## config.mk

```make
export PLATFORM = sky130hd
export DESIGN_NAME = http_response_body_deframer
export DESIGN_NICKNAME = d
export VERILOG_FILES = /design/src/sv/hrbd_pkg.sv /design/src/sv/http_response_body_deframer.sv /design/src/sv/hrbd_sat_mac.sv /design/src/sv/hrbd_parser.sv
export SDC_FILE = /design/constraint.sdc
export NUM_CORES = 1
export LEC_CHECK = 0
export BUFFER_PORTS_ARGS = -buffer_cell sky130_fd_sc_hd__buf_4
export CELL_PAD_IN_SITES_DETAIL_PLACEMENT = 1
export CELL_PAD_IN_SITES_GLOBAL_PLACEMENT = 2
export CORE_ASPECT_RATIO = 0.9
export CORE_MARGIN = 2
export CORE_UTILIZATION = 39
export CTS_CLUSTER_SIZE = 10
export DETAILED_ROUTE_END_ITERATION = 10
export PLACE_DENSITY = 0.9
export SYNTH_ARGS = -nofsm -noshare
export SYNTH_HDL_FRONTEND = slang
export SYNTH_SLANG_ARGS = --single-unit
```

## constraint.sdc

```tcl
create_clock -name clk_i -period 6.4 [get_ports clk_i]
set_input_delay 0 -clock clk_i [delete_from_list [all_inputs] [get_ports clk_i]]
set_output_delay 0 -clock clk_i [all_outputs]
set_load 0.005 [all_outputs]
```

## src/sv/hrbd_pkg.sv

```systemverilog
// ---------------------------------------------------------------------------
// hrbd_pkg
// Shared types, constants and character helpers for the HTTP response body
// deframer.
// ---------------------------------------------------------------------------
`default_nettype none

package hrbd_pkg;

  localparam int unsigned LEN_W      = 32;
  localparam int unsigned BODY_LEN_W = 32;

  localparam logic [7:0] CH_CR    = 8'h0D;
  localparam logic [7:0] CH_LF    = 8'h0A;
  localparam logic [7:0] CH_COLON = 8'h3A;
  localparam logic [7:0] CH_PLUS  = 8'h2B;
  localparam logic [7:0] CH_ZERO  = 8'h30;
  localparam logic [7:0] CH_X_LO  = 8'h78;
  localparam logic [7:0] CH_X_UP  = 8'h58;

  localparam logic [8*14-1:0] CL_NAME  = "Content-Length";
  localparam logic [8*17-1:0] TE_NAME  = "Transfer-Encoding";
  localparam logic [8*8-1:0]  CK_VALUE = " chunked";

  localparam logic [4:0] CL_NAME_LEN  = 5'd14;
  localparam logic [4:0] TE_NAME_LEN  = 5'd17;
  localparam logic [3:0] CK_VALUE_LEN = 4'd8;
  localparam logic [4:0] NAME_POS_MAX = 5'd31;
  localparam logic [3:0] VAL_POS_MAX  = 4'd15;

  typedef enum logic [2:0] {
    PH_STATUS = 3'd0,
    PH_HEADER = 3'd1,
    PH_SIZE   = 3'd2,
    PH_BODY   = 3'd3,
    PH_CLOSE  = 3'd4,
    PH_DONE   = 3'd5
  } hrbd_phase_e;

  typedef enum logic [1:0] {
    NUM_IDLE   = 2'd0,
    NUM_PREFIX = 2'd1,
    NUM_DIGITS = 2'd2,
    NUM_DONE   = 2'd3
  } hrbd_num_e;

  typedef enum logic [1:0] {
    CLS_FIRST = 2'd0,
    CLS_CR_OK = 2'd1,
    CLS_BAD   = 2'd2
  } hrbd_close_e;

  typedef struct packed {
    logic                  body_valid;
    logic [7:0]            body_byte;
    logic [2:0]            byte_class;
    logic                  crlf_error;
    logic                  message_end;
    logic                  is_chunked;
    logic                  has_length;
    logic [BODY_LEN_W-1:0] body_length;
  } hrbd_result_t;

  function automatic logic is_blank(logic [7:0] b);
    return (b == 8'h20) || (b >= 8'h09 && b <= 8'h0D);
  endfunction

  function automatic logic is_digit(logic [7:0] b);
    return (b >= 8'h30) && (b <= 8'h39);
  endfunction

  function automatic logic is_hex(logic [7:0] b);
    return is_digit(b) || (b >= 8'h61 && b <= 8'h66) || (b >= 8'h41 && b <= 8'h46);
  endfunction

  function automatic logic [3:0] hex_val(logic [7:0] b);
    logic [3:0] v;
    if (is_digit(b)) begin
      v = b[3:0];
    end else begin
      v = b[3:0] + 4'd9;
    end
    return v;
  endfunction

  function automatic logic cl_match(logic [4:0] pos, logic [7:0] b);
    logic [8*14-1:0] s;
    s = CL_NAME << {pos, 3'b000};
    return (pos < CL_NAME_LEN) && (b == s[8*14-1 -: 8]);
  endfunction

  function automatic logic te_match(logic [4:0] pos, logic [7:0] b);
    logic [8*17-1:0] s;
    s = TE_NAME << {pos, 3'b000};
    return (pos < TE_NAME_LEN) && (b == s[8*17-1 -: 8]);
  endfunction

  function automatic logic ck_match(logic [3:0] pos, logic [7:0] b);
    logic [8*8-1:0] s;
    s = CK_VALUE << {pos, 3'b000};
    return (pos < CK_VALUE_LEN) && (b == s[8*8-1 -: 8]);
  endfunction

endpackage

`default_nettype wire

```

## src/sv/http_response_body_deframer.sv

```systemverilog
// ---------------------------------------------------------------------------
// http_response_body_deframer
// Byte-stream HTTP/1.1 response deframer: header parse, chunked decoding,
// and length-delimited body extraction.
// ---------------------------------------------------------------------------
// Accepts one response byte per cycle while not stalled and returns one
// result per byte in the same order. Each byte passes through the input
// register, then the result register; throughput is one byte every
// cycle, set by the combinational parser step between the two registers.
// Backpressure on the result side stalls the input side only once both
// registers are full.
`default_nettype none

module http_response_body_deframer (
  input  wire logic        clk_i,
  input  wire logic        rst_ni,
  input  wire logic        s_axis_tvalid_i,
  output logic             s_axis_tready_o,
  input  wire logic [7:0]  s_axis_tdata_i,  // [7:0] rx_byte
  output logic             m_axis_tvalid_o,
  input  wire logic        m_axis_tready_i,
  output logic [47:0]      m_axis_tdata_o,  // [7:0] body_byte, [8] crlf_error,
                                            // [9] is_chunked, [10] has_length,
                                            // [42:11] body_length, [47:43] zero
  output logic [3:0]       m_axis_tuser_o,  // [0] body_valid, [3:1] byte_class
  output logic             m_axis_tlast_o   // message_end
);
  import hrbd_pkg::*;

  logic         in_valid_q, in_valid_d;
  logic [7:0]   in_byte_q;
  logic         out_valid_q, out_valid_d;
  hrbd_result_t out_q;
  hrbd_result_t step_res;
  logic         advance;
  logic         in_take;

  assign advance         = in_valid_q && (!out_valid_q || m_axis_tready_i);
  assign s_axis_tready_o = !in_valid_q || advance;
  assign in_take         = s_axis_tvalid_i && s_axis_tready_o;

  hrbd_parser u_parser (
    .clk_i  (clk_i),
    .rst_ni (rst_ni),
    .step_i (advance),
    .byte_i (in_byte_q),
    .res_o  (step_res)
  );

  always_comb begin
    in_valid_d = in_valid_q;
    if (in_take) begin
      in_valid_d = 1'b1;
    end else if (advance) begin
      in_valid_d = 1'b0;
    end
    out_valid_d = out_valid_q;
    if (advance) begin
      out_valid_d = 1'b1;
    end else if (m_axis_tready_i) begin
      out_valid_d = 1'b0;
    end
  end

  always_ff @(posedge clk_i or negedge rst_ni) begin
    if (!rst_ni) begin
      in_valid_q  <= 1'b0;
      out_valid_q <= 1'b0;
    end else begin
      in_valid_q  <= in_valid_d;
      out_valid_q <= out_valid_d;
    end
  end

  always_ff @(posedge clk_i) begin
    if (in_take) begin
      in_byte_q <= s_axis_tdata_i;
    end
    if (advance) begin
      out_q <= step_res;
    end
  end

  assign m_axis_tvalid_o = out_valid_q;
  assign m_axis_tdata_o  = {5'b00000, out_q.body_length, out_q.has_length,
                            out_q.is_chunked, out_q.crlf_error, out_q.body_byte};
  assign m_axis_tuser_o  = {out_q.byte_class, out_q.body_valid};
  assign m_axis_tlast_o  = out_q.message_end;

endmodule

`default_nettype wire

```

## src/sv/hrbd_sat_mac.sv

```systemverilog
// ---------------------------------------------------------------------------
// hrbd_sat_mac
// Saturating multiply-accumulate by ten or sixteen for number parsing.
// ---------------------------------------------------------------------------
`default_nettype none

module hrbd_sat_mac (
  input  wire logic [hrbd_pkg::LEN_W-1:0] acc_i,
  input  wire logic [3:0]                 digit_i,
  input  wire logic                       hex_i,
  output logic      [hrbd_pkg::LEN_W-1:0] acc_o
);
  import hrbd_pkg::*;

  logic [LEN_W+3:0] prod;
  logic [LEN_W+3:0] sum;

  always_comb begin
    if (hex_i) begin
      prod = {acc_i, 4'b0000};
    end else begin
      prod = {1'b0, acc_i, 3'b000} + {3'b000, acc_i, 1'b0};
    end
    sum = prod + (LEN_W + 4)'(digit_i);
    if (|sum[LEN_W+3:LEN_W]) begin
      acc_o = '1;
    end else begin
      acc_o = sum[LEN_W-1:0];
    end
  end

endmodule

`default_nettype wire

```

## src/sv/hrbd_parser.sv

```systemverilog
// ---------------------------------------------------------------------------
// hrbd_parser
// Parse state and single-byte step of the response deframer.
// ---------------------------------------------------------------------------
`default_nettype none

module hrbd_parser (
  input  wire logic                 clk_i,
  input  wire logic                 rst_ni,
  input  wire logic                 step_i,
  input  wire logic [7:0]           byte_i,
  output hrbd_pkg::hrbd_result_t    res_o
);
  import hrbd_pkg::*;

  hrbd_phase_e       phase_q, phase_d;
  logic              pending_cr_q, pending_cr_d;
  logic              line_empty_q, line_empty_d;
  logic              after_colon_q, after_colon_d;
  logic [4:0]        name_pos_q, name_pos_d;
  logic              name_is_len_q, name_is_len_d;
  logic              name_is_enc_q, name_is_enc_d;
  logic [3:0]        value_pos_q, value_pos_d;
  logic              value_ck_q, value_ck_d;
  hrbd_num_e         num_stage_q, num_stage_d;
  logic [LEN_W-1:0]  num_acc_q, num_acc_d;
  logic [LEN_W-1:0]  decl_len_q, decl_len_d;
  logic              len_seen_q, len_seen_d;
  logic              chunked_q, chunked_d;
  logic [LEN_W-1:0]  remain_q, remain_d;
  hrbd_close_e       closing_q, closing_d;
  logic              last_chunk_q, last_chunk_d;
  logic [LEN_W-1:0]  total_q, total_d;

  logic [LEN_W-1:0]  mac_out;
  logic [3:0]        mac_digit;
  logic [LEN_W:0]    total_sum;
  logic [LEN_W-1:0]  remain_dec;
  logic              valid, err, done;

  assign mac_digit = (phase_q == PH_SIZE) ? hex_val(byte_i) : byte_i[3:0];
  assign total_sum = {1'b0, total_q} + {1'b0, num_acc_q};
  assign remain_dec = (remain_q != '0) ? remain_q - LEN_W'(1) : remain_q;

  hrbd_sat_mac u_mac (
    .acc_i   (num_acc_q),
    .digit_i (mac_digit),
    .hex_i   (phase_q == PH_SIZE),
    .acc_o   (mac_out)
  );

  always_comb begin
    phase_d       = phase_q;
    pending_cr_d  = pending_cr_q;
    line_empty_d  = line_empty_q;
    after_colon_d = after_colon_q;
    name_pos_d    = name_pos_q;
    name_is_len_d = name_is_len_q;
    name_is_enc_d = name_is_enc_q;
    value_pos_d   = value_pos_q;
    value_ck_d    = value_ck_q;
    num_stage_d   = num_stage_q;
    num_acc_d     = num_acc_q;
    decl_len_d    = decl_len_q;
    len_seen_d    = len_seen_q;
    chunked_d     = chunked_q;
    remain_d      = remain_q;
    closing_d     = closing_q;
    last_chunk_d  = last_chunk_q;
    total_d       = total_q;
    valid         = 1'b0;
    err           = 1'b0;
    done          = 1'b0;

    unique case (phase_q)
      PH_STATUS, PH_HEADER, PH_SIZE: begin
        if (byte_i == CH_LF && pending_cr_q) begin
          pending_cr_d  = 1'b0;
          line_empty_d  = 1'b1;
          after_colon_d = 1'b0;
          name_pos_d    = '0;
          name_is_len_d = 1'b1;
          name_is_enc_d = 1'b1;
          value_pos_d   = '0;
          value_ck_d    = 1'b1;
          num_stage_d   = NUM_IDLE;
          num_acc_d     = '0;
          if (phase_q == PH_STATUS) begin
            phase_d = PH_HEADER;
          end else if (phase_q == PH_HEADER) begin
            if (!line_empty_q) begin
              if (after_colon_q && name_is_len_q && name_pos_q == CL_NAME_LEN) begin
                decl_len_d = num_acc_q;
                len_seen_d = 1'b1;
              end
              if (after_colon_q && name_is_enc_q && name_pos_q == TE_NAME_LEN &&
                  value_ck_q && value_pos_q == CK_VALUE_LEN) begin
                chunked_d = 1'b1;
              end
            end else if (chunked_q) begin
              phase_d = PH_SIZE;
              total_d = '0;
            end else if (len_seen_q && decl_len_q != '0) begin
              remain_d = decl_len_q;
              phase_d  = PH_BODY;
            end else begin
              phase_d = PH_DONE;
              done    = 1'b1;
            end
          end else begin
            total_d   = total_sum[LEN_W] ? '1 : total_sum[LEN_W-1:0];
            closing_d = CLS_FIRST;
            if (num_acc_q == '0) begin
              last_chunk_d = 1'b1;
              phase_d      = PH_CLOSE;
            end else begin
              remain_d = num_acc_q;
              phase_d  = PH_BODY;
            end
          end
        end else begin
          // held CR turns out to be line content
          if (pending_cr_q) begin
            line_empty_d = 1'b0;
            if (phase_q == PH_HEADER && !after_colon_q) begin
              name_is_len_d = 1'b0;
              name_is_enc_d = 1'b0;
              if (name_pos_q < NAME_POS_MAX) begin
                name_pos_d = name_pos_q + 5'd1;
              end
            end else if (phase_q != PH_STATUS) begin
              if (phase_q == PH_HEADER) begin
                value_ck_d = 1'b0;
                if (value_pos_q < VAL_POS_MAX) begin
                  value_pos_d = value_pos_q + 4'd1;
                end
              end
              if (num_stage_q != NUM_IDLE) begin
                num_stage_d = NUM_DONE;
              end
            end
          end
          if (byte_i == CH_CR) begin
            pending_cr_d = 1'b1;
          end else begin
            pending_cr_d = 1'b0;
            line_empty_d = 1'b0;
            if (phase_q == PH_HEADER) begin
              if (!after_colon_d) begin
                if (byte_i == CH_COLON) begin
                  after_colon_d = 1'b1;
                end else begin
                  if (!cl_match(name_pos_d, byte_i)) name_is_len_d = 1'b0;
                  if (!te_match(name_pos_d, byte_i)) name_is_enc_d = 1'b0;
                  if (name_pos_d < NAME_POS_MAX) name_pos_d = name_pos_d + 5'd1;
                end
              end else begin
                if (!ck_match(value_pos_d, byte_i)) value_ck_d = 1'b0;
                if (value_pos_d < VAL_POS_MAX) value_pos_d = value_pos_d + 4'd1;
                unique case (num_stage_d)
                  NUM_IDLE: begin
                    if (is_blank(byte_i)) begin
                      num_stage_d = NUM_IDLE;
                    end else if (byte_i == CH_PLUS) begin
                      num_stage_d = NUM_DIGITS;
                    end else if (is_digit(byte_i)) begin
                      num_acc_d   = LEN_W'(byte_i[3:0]);
                      num_stage_d = NUM_DIGITS;
                    end else begin
                      num_stage_d = NUM_DONE;
                    end
                  end
                  NUM_DIGITS: begin
                    if (is_digit(byte_i)) begin
                      num_acc_d = mac_out;
                    end else begin
                      num_stage_d = NUM_DONE;
                    end
                  end
                  default: begin
                    num_stage_d = NUM_DONE;
                  end
                endcase
              end
            end else if (phase_q == PH_SIZE) begin
              unique case (num_stage_d)
                NUM_IDLE: begin
                  if (is_blank(byte_i)) begin
                    num_stage_d = NUM_IDLE;
                  end else if (byte_i == CH_ZERO) begin
                    num_acc_d   = '0;
                    num_stage_d = NUM_PREFIX;
                  end else if (is_hex(byte_i)) begin
                    num_acc_d   = LEN_W'(hex_val(byte_i));
                    num_stage_d = NUM_DIGITS;
                  end else begin
                    num_stage_d = NUM_DONE;
                  end
                end
                NUM_PREFIX, NUM_DIGITS: begin
                  if (num_stage_d == NUM_PREFIX &&
                      (byte_i == CH_X_LO || byte_i == CH_X_UP)) begin
                    num_stage_d = NUM_DIGITS;
                  end else if (is_hex(byte_i)) begin
                    num_acc_d   = mac_out;
                    num_stage_d = NUM_DIGITS;
                  end else begin
                    num_stage_d = NUM_DONE;
                  end
                end
                default: begin
                  num_stage_d = NUM_DONE;
                end
              endcase
            end
          end
        end
      end
      PH_BODY: begin
        valid    = 1'b1;
        remain_d = remain_dec;
        if (remain_dec == '0) begin
          if (chunked_q) begin
            phase_d   = PH_CLOSE;
            closing_d = CLS_FIRST;
          end else begin
            phase_d = PH_DONE;
            done    = 1'b1;
          end
        end
      end
      PH_CLOSE: begin
        if (closing_q == CLS_FIRST) begin
          closing_d = (byte_i == CH_CR) ? CLS_CR_OK : CLS_BAD;
        end else begin
          err       = (closing_q != CLS_CR_OK) || (byte_i != CH_LF);
          closing_d = CLS_FIRST;
          if (last_chunk_q) begin
            phase_d = PH_DONE;
            done    = 1'b1;
          end else begin
            phase_d       = PH_SIZE;
            pending_cr_d  = 1'b0;
            line_empty_d  = 1'b1;
            after_colon_d = 1'b0;
            name_pos_d    = '0;
            name_is_len_d = 1'b1;
            name_is_enc_d = 1'b1;
            value_pos_d   = '0;
            value_ck_d    = 1'b1;
            num_stage_d   = NUM_IDLE;
            num_acc_d     = '0;
          end
        end
      end
      default: begin
        phase_d = PH_DONE;
      end
    endcase

    res_o.body_valid  = valid;
    res_o.body_byte   = valid ? byte_i : 8'h00;
    res_o.byte_class  = (phase_q == PH_STATUS || phase_q == PH_HEADER ||
                         phase_q == PH_SIZE || phase_q == PH_BODY ||
                         phase_q == PH_CLOSE) ? phase_q : PH_DONE;
    res_o.crlf_error  = err;
    res_o.message_end = done;
    res_o.is_chunked  = chunked_d;
    res_o.has_length  = len_seen_d;
    if (chunked_d) begin
      res_o.body_length = BODY_LEN_W'(total_d);
    end else if (len_seen_d) begin
      res_o.body_length = BODY_LEN_W'(decl_len_d);
    end else begin
      res_o.body_length = '0;
    end
  end

  always_ff @(posedge clk_i or negedge rst_ni) begin
    if (!rst_ni) begin
      phase_q       <= PH_STATUS;
      pending_cr_q  <= 1'b0;
      line_empty_q  <= 1'b1;
      after_colon_q <= 1'b0;
      name_pos_q    <= '0;
      name_is_len_q <= 1'b1;
      name_is_enc_q <= 1'b1;
      value_pos_q   <= '0;
      value_ck_q    <= 1'b1;
      num_stage_q   <= NUM_IDLE;
      num_acc_q     <= '0;
      decl_len_q    <= '0;
      len_seen_q    <= 1'b0;
      chunked_q     <= 1'b0;
      remain_q      <= '0;
      closing_q     <= CLS_FIRST;
      last_chunk_q  <= 1'b0;
      total_q       <= '0;
    end else if (step_i) begin
      phase_q       <= phase_d;
      pending_cr_q  <= pending_cr_d;
      line_empty_q  <= line_empty_d;
      after_colon_q <= after_colon_d;
      name_pos_q    <= name_pos_d;
      name_is_len_q <= name_is_len_d;
      name_is_enc_q <= name_is_enc_d;
      value_pos_q   <= value_pos_d;
      value_ck_q    <= value_ck_d;
      num_stage_q   <= num_stage_d;
      num_acc_q     <= num_acc_d;
      decl_len_q    <= decl_len_d;
      len_seen_q    <= len_seen_d;
      chunked_q     <= chunked_d;
      remain_q      <= remain_d;
      closing_q     <= closing_d;
      last_chunk_q  <= last_chunk_d;
      total_q       <= total_d;
    end
  end

endmodule

`default_nettype wire

```

---- Word-level counts from Yosys, hierarchy flattened ----
Cells that the tools add are included.
word-level totals
  bits in registers ....................... 211
  output and inout bits ................... 55
  logic and storage cells ................. 359
  input port bits ......................... 12
cells by class
  eq/ne operators ......................... 48
  reduce and logical (&&, ||, !) cells .... 59
  order comparisons ....................... 15
  multiplexer cells ....................... 193
  $add $sub $neg .......................... 9
  bitwise operators ....................... 3
  shifts and indexed selects .............. 3
operators by type and width
  operator                   count
  $mux W32                   40
  $pmux W32 S2               4
  $shl A135 B8 Y136 const A  1
  $shl A111 B8 Y112 const A  1
  $mux W1                    70
  $mux W5                    13
  $logic_not A32 Y1          2
  $mux W4                    16
  $reduce_bool A32 Y1        2
  $shl A62 B7 Y64 const A    1
  $mux W2                    25
  $add A35 B33 Y36           1
  $add A36 B4 Y36            1
  $mux W36                   1
  $add A32 B32 Y33           1
  $eq A8 B6 Y1 const B       4
  $sub A32 B1 Y32 const B    1
  $mux W3                    10
  $eq A8 B8 Y1               3
  $ne A5 B4 Y1 const B       4
  $logic_and A1 B1 Y1        19
  $eq A8 B4 Y1 const B       2
  $eq A8 B7 Y1 const B       2
  $ge A8 B7 Y1 const B       2
  53 further kinds           104

---- Logic depth before layout (Yosys ltp) ----
Gate-level depths: netlist of run 1.
  depth in word-level cells ............... 17
  depth in mapped cells ................... 24
  depth with buffers taken out ............ 21

---- Modules after synthesis ----
From an unflattened synthesis of run 1, not the netlist that was laid out.
second synthesis, totals
  cell total of the unflattened synthesis .. 2286
  area total of the unflattened synthesis .. 18285.0 um2
by module, submodules not included
  module                       area an instance (um2)  cells each  times used
  hrbd_parser                  12927.4                 1692        1
  hrbd_sat_mac                 3530.9                  524         1
  http_response_body_deframer  1826.8                  70          1

---- Worst setup path after synthesis of run 1 ----
OpenSTA, ideal clock, no wires.
  path type ............................... reg-to-reg
  start point ............................. register u_parser.phase_q[1]
  end point ............................... register u_parser.num_acc_q[1]
  setup slack ............................. 1.199 ns
  required time ........................... 6.265 ns
  arrival ................................. 5.067 ns
  stages on the path, launching flop included .. 23
  clock period less this slack ............ 5.201 ns
  cell sequence ........................... dfrtp_1 -> nand2b_1 -> inv_1 -> nand2_1 -> buf_2 -> buf_1 -> buf_1 -> buf_1 -> buf_1 -> and2_1 -> ha_1 -> fa_1 -> a21oi_1 -> nor3_1 -> nand4_1 -> nor2_1 -> nand2_1 -> nand4bb_2 -> or3_1 -> o21ai_1 -> mux2i_4 -> a2111oi_0 -> o31ai_1
on the way
  cells in the longest elaborated chain, start to end .. 14
ends and longest elaborated chain
  what                                                      line                source
  start, declared                                           hrbd_parser.sv:16   hrbd_phase_e phase_q, phase_d;
  start signal, assigned                                    hrbd_parser.sv:300  phase_q <= phase_d;
  branches (longest 14 deep; another with $add A36 B4 Y36)  --
  end signal, assigned                                      hrbd_parser.sv:310  num_acc_q <= num_acc_d;
  end, declared                                             hrbd_parser.sv:26   logic [LEN_W-1:0] num_acc_q, num_acc_d;
Parallel ways; which one is timed is not known. The select of a mux whose other input is x is not followed.
A chain may end at the register's enable or synchronous reset.

---- Worst setup path in the final report of run 1 ----
  start point ............................. register in_byte_q[0]
  end point ............................... register u_parser.num_acc_q[22]
on the way
  cells in the longest elaborated chain, start to end .. 15
ends and longest elaborated chain
  what                                          line                               source
  start, declared                               http_response_body_deframer.sv:31  logic [7:0] in_byte_q;
  start signal, assigned                        http_response_body_deframer.sv:77  in_byte_q <= s_axis_tdata_i;
  $ge A8 B6 Y1 or $le A8 B6 Y1 (tied branches)  hrbd_pkg.sv:69                     return (b >= 8'h30) && (b <= 8'h39);
  $logic_and A1 B1 Y1                           hrbd_pkg.sv:69
  $mux W4                                       hrbd_pkg.sv:78                     if (is_digit(b)) begin
  $mux W4                                       hrbd_parser.sv:41                  assign mac_digit = (phase_q == PH_SIZE) ? hex_val(byte_i) : byte_i[3:0];
  $add A36 B4 Y36                               hrbd_sat_mac.sv:24                 sum = prod + (LEN_W + 4)'(digit_i);
  $reduce_or A4 Y1                              hrbd_sat_mac.sv:25                 if (|sum[LEN_W+3:LEN_W]) begin
  $mux W32                                      hrbd_sat_mac.sv:25
  $mux W32                                      hrbd_parser.sv:204                 end else if (is_hex(byte_i)) begin
  $mux W32                                      hrbd_parser.sv:201                 if (num_stage_d == NUM_PREFIX &&
  $pmux W32 S2                                  hrbd_parser.sv:186                 unique case (num_stage_d)
  $mux W32                                      hrbd_parser.sv:185                 end else if (phase_q == PH_SIZE) begin
  $mux W32                                      hrbd_parser.sv:148                 if (phase_q == PH_HEADER) begin
  $mux W32                                      hrbd_parser.sv:143                 if (byte_i == CH_CR) begin
  $mux W32                                      hrbd_parser.sv:77                  if (byte_i == CH_LF && pending_cr_q) begin
  $pmux W32 S2                                  hrbd_parser.sv:75                  unique case (phase_q)
Several ways; a longest one is shown, not always the timed one. The select of a mux whose other input is x is not followed.

==> results.md, run 1 <==
* Floorplan die width at 224.2 µm
* Outcome: finished, final reports clean
* Htree depth at 1
* Total number of vias at 16334
* Cell accounting for the most synthesized area: sky130_fd_sc_hd__dfrtp_1
* CTS tree: built
* First-pass GRT wire length at 95900 µm
* IO Port Bufs at 61
* Final wirelength at 60980 µm
* Chip height at 202.1 µm
* Start of the worst register-to-register path: in_byte_q[0]$_DFFE_PP_
* Cell with the most instances after synthesis: sky130_fd_sc_hd__a21oi_1
* Mean instance size in the synthesized netlist at 8.392 µm²
* Cell chosen for the clock root: sky130_fd_sc_hd__clkbuf_16
* Fraction of layout cells with a size suffix above 1 at 0.1086
* Most frequent cell on the critical path: sky130_fd_sc_hd__nor2_1
* Bufs on Longest Clock Path at 3
* Setup_tns at 0 ns
* Most common library cells after synthesis: 226 x sky130_fd_sc_hd__a21oi_1, 211 x sky130_fd_sc_hd__nand2_1, 163 x sky130_fd_sc_hd__o21ai_0, 151 x sky130_fd_sc_hd__dfrtp_1, 149 x sky130_fd_sc_hd__nor2_1
* Aggregate global routing overflow at 0
* Area of the mapped netlist at 17010 µm²
* Average via count per standard cell at 6.258
* Cell internal power dissipation at 2.835 mW
* Post_cts resized at 0
* Final period utilization at 0.8939
* Sequential share of the synthesized area at 0.3272
* Count of cell types in the netlist at 98
* Hold Violations, Final at 0
* Total buffers and inverters traversed by the critical path at 3
* Switch share at 0.3690
* Number of placement rows at 72
* CP startpoint kind: flop
* Slew at the pin closest to its max-slew limit at 1.241 ns
* Number of warnings issued by yosys at 0
* Final net count at 2142
* Router iterations before antenna repair at 5
* Leading register cell type out of synthesis: sky130_fd_sc_hd__dfrtp_1
* Remaining DRCs at 0
* Number of register bits inferred by synthesis at 211
* Setup repair after global routing missed its margin: false
* Biggest cell delay along the critical path at 0.60 ns
* Critical-path cell list: buf_4, clkinv_1, ha_1, nor2_1, o21ai_0, and2_1, nor2_1, nand2_1, xnor2_1, ha_1, a21o_1, a21oi_1, nor3_1, and4_1, nor4b_4, nand3_1, or3b_4, nor2_4, mux2i_4, buf_4, nor2_1, o21ai_0
* Final weighted congestion of routability-driven global placement at 0.9091
* Power per Cell Area at 239.0 nW/µm²
* Post-detailed-route wirelength per cell at 23.36 µm
* Portion of total power attributed to combinational logic at 0.307
* Core area at 42970 µm²
* Endpoint of the worst register-to-register path: u_parser.num_acc_q[22]$_DFFE_PN0P_
* Initial antenna violation count at 1
* Clock insertion delay at the later pin of the skew report at 0.57 ns
* Hold-fix buffer count after cts at 12
* Maximum clock frequency at 174.8 MHz
* GR Util All Layers at 0.2659
* Number of placed instances with taps included at 2546
* DRT iter0 DRCs at 1446
* Biggest fanout along the worst timing path at 17
* Worst vdd ir at 0.0001943 V
* Floorplan die area at 45310 µm²
* Worst setup EP type: flop
* Signed area change from the synthesized netlist to the final layout at 10.53%
* Post-synth EDFFs at 56
* Gate Count Post-Synth at 2027
* Fraction of registers with async set or reset after synthesis at 0.7346
* Total half-perimeter wirelength after legalization and detailed placement at 44110 µm
* Core occupancy in the finished layout at 0.4376
* Clock edge transition at the registers on the reported setup and hold paths at 0.06 ns
* Max-slew violation count at 0
* Max-Cap Viols at 0
* Num CTS Buffers at 28
* Final number of setup-violating endpoints at 0
* Number of fillers in the final layout at 5069
* Count of buffers added by post-CTS timing repair for setup at 0
* Critical path class: flop to flop
* Arrival time at the worst endpoint at 6.19 ns
* Sequential fraction of design power at 0.358
* Number of global-route vias before repair at 16471
* Crit path required time at 6.87 ns
* Remaining antenna violation count after routing at 0
* Largest delay share family, worst path: simple AND/OR/NAND/NOR gates
* Final Critical Period at 5.721 ns
* Number of cell instances on the worst register-to-register path at 22
* Register-to-register setup slack at 0.68 ns
* Largest net degree at the start of global routing at 92
* Number of standard cells in the layout, taps in and fillers out at 2610
* Relative slew slack at 0.1710
* Area share of the leading cell type in the synthesized netlist at 0.2221
* Largest cells by area after synthesis: sky130_fd_sc_hd__dfrtp_1 22%, sky130_fd_sc_hd__edfxtp_1 9.9%, sky130_fd_sc_hd__ha_1 6.9%
* Fraction of power consumed by the clock network at 0.335
* Number of clock sinks at 211
* Cell at the slowest stage of the critical path: sky130_fd_sc_hd__mux2i_4
* Reported net switching power at 1.658 mW
* Worst min-delay path class: input port to async pin
* Starting utilization of the core area at 0.3959
* Final setup skew at 0.01696 ns
* Leakage Power at 8.105 nW
* IO Count at 67
worst max-delay path by stage:
stage                                               start                                 end  slack, ns  depth (start not counted)
after CTS                          in_byte_q[0]$_DFFE_PP_  u_parser.num_acc_q[22]$_DFFE_PN0P_       0.73                         22
after detailed placement           in_byte_q[0]$_DFFE_PP_  u_parser.num_acc_q[17]$_DFFE_PN0P_       0.79                         22
after global routing               in_byte_q[0]$_DFFE_PP_  u_parser.num_acc_q[22]$_DFFE_PN0P_       0.05                         22
final                              in_byte_q[0]$_DFFE_PP_  u_parser.num_acc_q[22]$_DFFE_PN0P_       0.68                         22
after floorplan           u_parser.phase_q[1]$_DFFE_PN0P_   u_parser.num_acc_q[1]$_DFFE_PN0P_       1.20                         22
after global placement             in_byte_q[0]$_DFFE_PP_  u_parser.num_acc_q[24]$_DFFE_PN0P_       0.98                         22
cell usage in the layout (no fill, tap or decap), types with 16 or more instances in the layout:
master | synthesis | layout
sky130_fd_sc_hd__a211oi_1 | 63 | 63
sky130_fd_sc_hd__a21o_1 | 45 | 45
sky130_fd_sc_hd__a21oi_1 | 226 | 226
sky130_fd_sc_hd__a31oi_1 | 30 | 30
sky130_fd_sc_hd__and2_1 | 16 | 16
sky130_fd_sc_hd__and3_1 | 53 | 53
sky130_fd_sc_hd__buf_4 | 6 | 92
sky130_fd_sc_hd__clkbuf_16 | 0 | 29
sky130_fd_sc_hd__dfrtp_1 | 151 | 150
sky130_fd_sc_hd__edfxtp_1 | 56 | 56
sky130_fd_sc_hd__ha_1 | 94 | 94
sky130_fd_sc_hd__inv_1 | 37 | 37
sky130_fd_sc_hd__mux2_2 | 35 | 35
sky130_fd_sc_hd__mux2i_1 | 27 | 27
sky130_fd_sc_hd__nand2_1 | 211 | 209
sky130_fd_sc_hd__nand2b_1 | 24 | 23
sky130_fd_sc_hd__nand3_1 | 41 | 41
sky130_fd_sc_hd__nand4_1 | 30 | 30
sky130_fd_sc_hd__nor2_1 | 149 | 149
sky130_fd_sc_hd__nor2b_1 | 16 | 16
sky130_fd_sc_hd__nor3_1 | 39 | 39
sky130_fd_sc_hd__nor4_1 | 30 | 29
sky130_fd_sc_hd__o21ai_0 | 163 | 163
sky130_fd_sc_hd__xnor2_1 | 86 | 86
sky130_fd_sc_hd__xor2_1 | 44 | 44
kinds of logic (layout without fill, tap and decap cells):
logic type / count (synthesis) / in the layout / synth area share
buffers and inverters: 172 / 195 / 0.04560
adder cells (fa/ha/maj): 97 / 97 / 0.07267
flip-flops: 211 / 211 / 0.3272
XOR/XNOR: 130 / 130 / 0.06693
other: 1 / 6 / 0.0002204
multiplexers: 63 / 63 / 0.04038
AND/OR/NAND/NOR: 679 / 679 / 0.2035
AO/OA/AOI/OAI: 674 / 674 / 0.2435
area by class of cell:
cell class / count / area (µm²) / area share
multi-input cells: 1648 / 10720 / 0.5702
flip-flops and latches: 211 / 5567 / 0.2960
repair buffers: 105 / 822.0 / 0.04372
clock buffers: 42 / 804.5 / 0.04279
well taps: 555 / 694.4 / 0.03693
inverters: 39 / 146.4 / 0.007785
clock inverters: 9 / 45.04 / 0.002396
diodes: 1 / 2.502 / 0.0001331
power by group through the flow:
stage / Combinational (mW) / Sequential (mW) / Clock [mW]
finish: 1.38 / 1.61 / 1.50
global route: 1.52 / 1.62 / 1.57
CTS: 1.35 / 1.61 / 1.52
detailed placement: 1.34 / 1.63 / 0
global placement: 1.31 / 1.62 / 0
floorplan: 0.961 / 1.57 / 0
flip-flops by register name (all words and copies together) (netlist names), 2 cells and up:
name,count
u_parser.total_q,32
u_parser.decl_len_q,32
in_byte_q,8
u_parser.name_pos_q,5
u_parser.phase_q,3
u_parser.num_stage_q,2
u_parser.closing_q,2
u_parser.num_acc_q,32
m_axis_tuser_o,4
m_axis_tdata_o,43
u_parser.remain_q,32
u_parser.value_pos_q,4
layer usage:
metal  track usage  up-vias  share of wire
met5             0        -              0
met4       0.06548        0          0.023
met3       0.04143       73          0.065
met2        0.4174      502           0.45
met1        0.3820     8268           0.47
li1              -     7491              -
worst reg2reg max path: stages (launching register included):
cell	delay, ns
sky130_fd_sc_hd__edfxtp_1	0.33
sky130_fd_sc_hd__buf_4	0.19
sky130_fd_sc_hd__clkinv_1	0.29
sky130_fd_sc_hd__ha_1	0.36
sky130_fd_sc_hd__nor2_1	0.09
sky130_fd_sc_hd__o21ai_0	0.10
sky130_fd_sc_hd__and2_1	0.26
sky130_fd_sc_hd__nor2_1	0.26
sky130_fd_sc_hd__nand2_1	0.11
sky130_fd_sc_hd__xnor2_1	0.17
sky130_fd_sc_hd__ha_1	0.31
sky130_fd_sc_hd__a21o_1	0.10
sky130_fd_sc_hd__a21oi_1	0.09
sky130_fd_sc_hd__nor3_1	0.31
sky130_fd_sc_hd__and4_1	0.33
sky130_fd_sc_hd__nor4b_4	0.37
sky130_fd_sc_hd__nand3_1	0.18
sky130_fd_sc_hd__or3b_4	0.44
sky130_fd_sc_hd__nor2_4	0.17
sky130_fd_sc_hd__mux2i_4	0.60
sky130_fd_sc_hd__buf_4	0.31
sky130_fd_sc_hd__nor2_1	0.06
sky130_fd_sc_hd__o21ai_0	0.17
stage by stage:
step	setup slack (ns)	hold WS [ns]	instance area, µm²	total power, mW
3_5_place_dp	0.7900	0.1503	17830	2.965
3_3_place_gp	0.9839	0.1444	17830	2.933
5_1_grt	0.04728	0.1608	18800	4.719
2_1_floorplan	1.199	-0.2956	17030	2.531
6_report	0.6792	0.1259	18800	4.494
4_1_cts	0.7282	0.1363	18800	4.484
(Power assumes the default switching activity.)
==> inputs of run 2 (changes only) <==
--- a/config.mk
+++ b/config.mk
@@ -13,7 +13,9 @@
 export CORE_UTILIZATION = 39
 export CTS_CLUSTER_SIZE = 10
 export DETAILED_ROUTE_END_ITERATION = 10
-export PLACE_DENSITY = 0.9
+export HOLD_SLACK_MARGIN = 0.12
+export PLACE_DENSITY = 0.91
 export SYNTH_ARGS = -nofsm -noshare
 export SYNTH_HDL_FRONTEND = slang
+export SYNTH_HIERARCHICAL = 1
 export SYNTH_SLANG_ARGS = --single-unit
==> run 2 against run 1 <==
Power shrank 28%. Flip-flop and latch count is the same. Synthesized cell count grew 13%. Clock power is essentially flat. Non-clock buffer count grew 22. Setup slack gained 0.041 ns. Worst hold slack gained 0.025 ns.
==> results.md, run 2 <==
* Area taken by flip-flops and latches at 5567 µm²
* Signed area change from the synthesized netlist to the final layout at 10.98%
* First-pass GRT wire length at 111800 µm
* Post-synth EDFFs at 56
* Worst vdd ir at 0.0001634 V
* Cell with the most instances after synthesis: sky130_fd_sc_hd__nand2_1
* Cell accounting for the most synthesized area: sky130_fd_sc_hd__dfrtp_1
* Fraction of registers with async set or reset after synthesis at 0.7346
* Number of clock sinks at 211
* Floorplan die area at 48630 µm²
* Final number of setup-violating endpoints at 0
* Average via count per standard cell at 6.435
* Outcome: finished, final reports clean
* Switch share at 0.2596
* Max-slew violation count at 0
* Portion of total power attributed to combinational logic at 0.091
* Number of warnings issued by yosys at 6
* Maximum clock frequency at 176.1 MHz
* CTS tree: built
* Total buffers and inverters traversed by the critical path at 3
* Fraction of layout cells with a size suffix above 1 at 0.1072
* Critical path class: flop to flop
* Slew at the pin closest to its max-slew limit at 1.292 ns
* Aggregate global routing overflow at 0
* Start of the worst register-to-register path: in_byte_q[1]$_DFFE_PP_
* Count of cell types in the netlist at 105
* Start point of the critical path: in_byte_q[1]$_DFFE_PP_
* Num CTS Buffers at 27
* Starting utilization of the core area at 0.3936
* Setup_tns at 0 ns
* Cell at the slowest stage of the critical path: sky130_fd_sc_hd__edfxtp_1
* Area of the mapped netlist at 18290 µm²
* Final net count at 2401
* Power per Cell Area at 158.4 nW/µm²
* Final Critical Period at 5.680 ns
* Area used by multi-input combinational logic at 11900 µm²
* Cell chosen for the clock root: sky130_fd_sc_hd__clkbuf_16
* Largest cells by area after synthesis: sky130_fd_sc_hd__dfrtp_1 21%, sky130_fd_sc_hd__edfxtp_1 9.2%, sky130_fd_sc_hd__ha_1 6.4%
* Gate Count Post-Synth at 2286
* GR Util All Layers at 0.2892
* CP startpoint kind: flop
* Number of flip-flops under the largest register name at 43
* Bufs on Longest Clock Path at 3
* Post-detailed-route wirelength per cell at 24.38 µm
* Final weighted congestion of routability-driven global placement at 0.9445
* Most frequent standard cell in the layout excluding fill and tap cells: sky130_fd_sc_hd__nand2_1
* Largest delay share family, worst path: simple AND/OR/NAND/NOR gates
* Count of buffers added by post-CTS timing repair for setup at 0
* Fraction of power consumed by the clock network at 0.461
* Worst hold start: s_axis_tdata_i[5]
* Biggest cell delay along the critical path at 0.51 ns
* Sequential fraction of design power at 0.448
* Largest net degree at the start of global routing at 71
* Leading register cell type out of synthesis: sky130_fd_sc_hd__dfrtp_1
* Remaining DRCs at 0
* Most common library cells after synthesis: 282 x sky130_fd_sc_hd__nand2_1, 219 x sky130_fd_sc_hd__o21ai_0, 172 x sky130_fd_sc_hd__a21oi_1, 151 x sky130_fd_sc_hd__dfrtp_1, 131 x sky130_fd_sc_hd__nor2_1
* IO Port Bufs at 61
* IO Count at 67
* Total number of vias at 18848
* Core area at 46450 µm²
* DRT iter0 DRCs at 1421
* Reported net switching power at 0.8347 mW
* Remaining antenna violation count after routing at 0
* Most frequent cells in the layout: 282 x sky130_fd_sc_hd__nand2_1, 219 x sky130_fd_sc_hd__o21ai_0, 172 x sky130_fd_sc_hd__a21oi_1
* Worst setup EP type: flop
* Placed cell area at 19290 µm²
* Clock edge transition at the registers on the reported setup and hold paths at 0.06 ns
* Number of placement rows at 75
* Clock insertion delay at the later pin of the skew report at 0.59 ns
* Number of global-route vias before repair at 18976
* Critical-path cell list: inv_1, ha_1, nor2_1, o21ai_0, a21oi_1, nand2_1, o21ai_0, ha_1, inv_1, fa_1, nor2b_1, o21bai_1, nor3b_2, nand4_2, nor2_1, nor4b_4, nand4_1, a21oi_2, buf_4, o21bai_1, o22ai_1, o41ai_1
* Final setup skew at 0.02411 ns
* Max-Cap Viols at 0
* Relative slew slack at 0.1296
* Floorplan die width at 232.2 µm
* Worst min-delay path class: input port to flop
* Register-to-register setup slack at 0.72 ns
* Total chip power at 3.215 mW
* Fin area at 20290 µm²
* Crit path required time at 6.79 ns
* Leakage Power at 8.426 nW
* Number of register bits inferred by synthesis at 211
* Setup repair after global routing missed its margin: false
* Chip height at 209.4 µm
* Area share of the leading cell type in the synthesized netlist at 0.2067
* Initial antenna violation count at 1
* Number of fillers in the final layout at 5588
* Hold Violations, Final at 0
* Mean instance size in the synthesized netlist at 7.999 µm²
* Sequential share of the synthesized area at 0.3044
* Arrival time at the worst endpoint at 6.07 ns
* Final period utilization at 0.8875
* Cell internal power dissipation at 2.381 mW
* Final wirelength at 71420 µm
* Biggest fanout along the worst timing path at 11
* Total half-perimeter wirelength after legalization and detailed placement at 51960 µm
* Ant. Diodes at 0
* Htree depth at 1
* Router iterations before antenna repair at 7
run 2: logic make-up after synthesis:
kind of cell,count (synthesis),synth area share
DFF,211,0.3044
other,1,0.0002051
xor gates and xnor gates,79,0.03784
muxes,66,0.03894
AOI/OAI and AO/OA,766,0.2640
adders and majority gates,97,0.06761
buffers and inverters,209,0.04728
and+or+nand+nor,857,0.2398
run 2: what timing repair did:
item,in CTS,in global routing
hold endpoints to repair,68,0
hold buffers,14,0
resized for setup,0,0
run 2: final cells by class:
type | instances | area share
Multi-Input combinational cell | 1870 | 0.5863
Tap cell | 616 | 0.03798
Inverter | 55 | 0.01017
Clock inverter | 3 | 0.001480
Timing Repair Buffer | 127 | 0.04976
Clock buffer | 47 | 0.03995
Sequential cell | 211 | 0.2743
run 2: per-layer routing:
layer	vias up	part of all wire	GRT usage
met4	0	0.028	0.08643
met2	626	0.44	0.4457
met5	-	0	0
li1	8581	-	-
met3	119	0.066	0.03492
met1	9522	0.46	0.4219
run 2: worst register-to-register path, stage by stage, from the launching register on:
cell                       delay [ns]
sky130_fd_sc_hd__edfxtp_1        0.51
sky130_fd_sc_hd__inv_1           0.26
sky130_fd_sc_hd__ha_1            0.31
sky130_fd_sc_hd__nor2_1          0.19
sky130_fd_sc_hd__o21ai_0         0.16
sky130_fd_sc_hd__a21oi_1         0.41
sky130_fd_sc_hd__nand2_1         0.10
sky130_fd_sc_hd__o21ai_0         0.09
sky130_fd_sc_hd__ha_1            0.22
sky130_fd_sc_hd__inv_1           0.07
sky130_fd_sc_hd__fa_1            0.41
sky130_fd_sc_hd__nor2b_1         0.21
sky130_fd_sc_hd__o21bai_1        0.14
sky130_fd_sc_hd__nor3b_2         0.37
sky130_fd_sc_hd__nand4_2         0.25
sky130_fd_sc_hd__nor2_1          0.21
sky130_fd_sc_hd__nor4b_4         0.40
sky130_fd_sc_hd__nand4_1         0.18
sky130_fd_sc_hd__a21oi_2         0.36
sky130_fd_sc_hd__buf_4           0.26
sky130_fd_sc_hd__o21bai_1        0.08
sky130_fd_sc_hd__o22ai_1         0.19
sky130_fd_sc_hd__o41ai_1         0.12
run 2: stage by stage:
step / cells / setup slack [ns] / utilization / hold WS (ns)
2_1_floorplan: 2290 / 1.059 / - / -0.2956
3_3_place_gp: 2865 / 1.254 / 0.4154 / 0.01664
3_5_place_dp: 2865 / 0.8445 / 0.4154 / 0.02215
4_1_cts: 2929 / 0.7929 / 0.4369 / 0.1301
5_1_grt: 2929 / 0.1513 / 0.4369 / 0.1452
6_report: 2929 / 0.7202 / 0.4369 / 0.1508
run 2: power groups by stage:
| stage | Sequential [mW] | Combinational, mW | Clock [mW] |
|---|---|---|---|
| 2_1_floorplan | 1.46 | 0.165 | 0 |
| 3_3_place_gp | 1.46 | 0.275 | 0 |
| 3_5_place_dp | 1.46 | 0.282 | 0 |
| 4_1_cts | 1.44 | 0.293 | 1.51 |
| 5_1_grt | 1.44 | 0.321 | 1.55 |
| 6_report | 1.44 | 0.294 | 1.48 |
run 2: worst paths after layout:
kind                            cells past startpoint                             endpoint
worst min-delay path                                2               in_byte_q[5]$_DFFE_PP_
worst min register to register                      2  u_parser/num_stage_q[1]$_DFFE_PN0P_
worst max-delay path                               22    u_parser/num_acc_q[1]$_DFFE_PN0P_
min in group asynchronous                           3   u_parser/name_is_len_q$_DFFE_PN1P_
max in group asynchronous                           4     u_parser/total_q[23]$_DFFE_PN0P_
worst max register to register                     22    u_parser/num_acc_q[1]$_DFFE_PN0P_
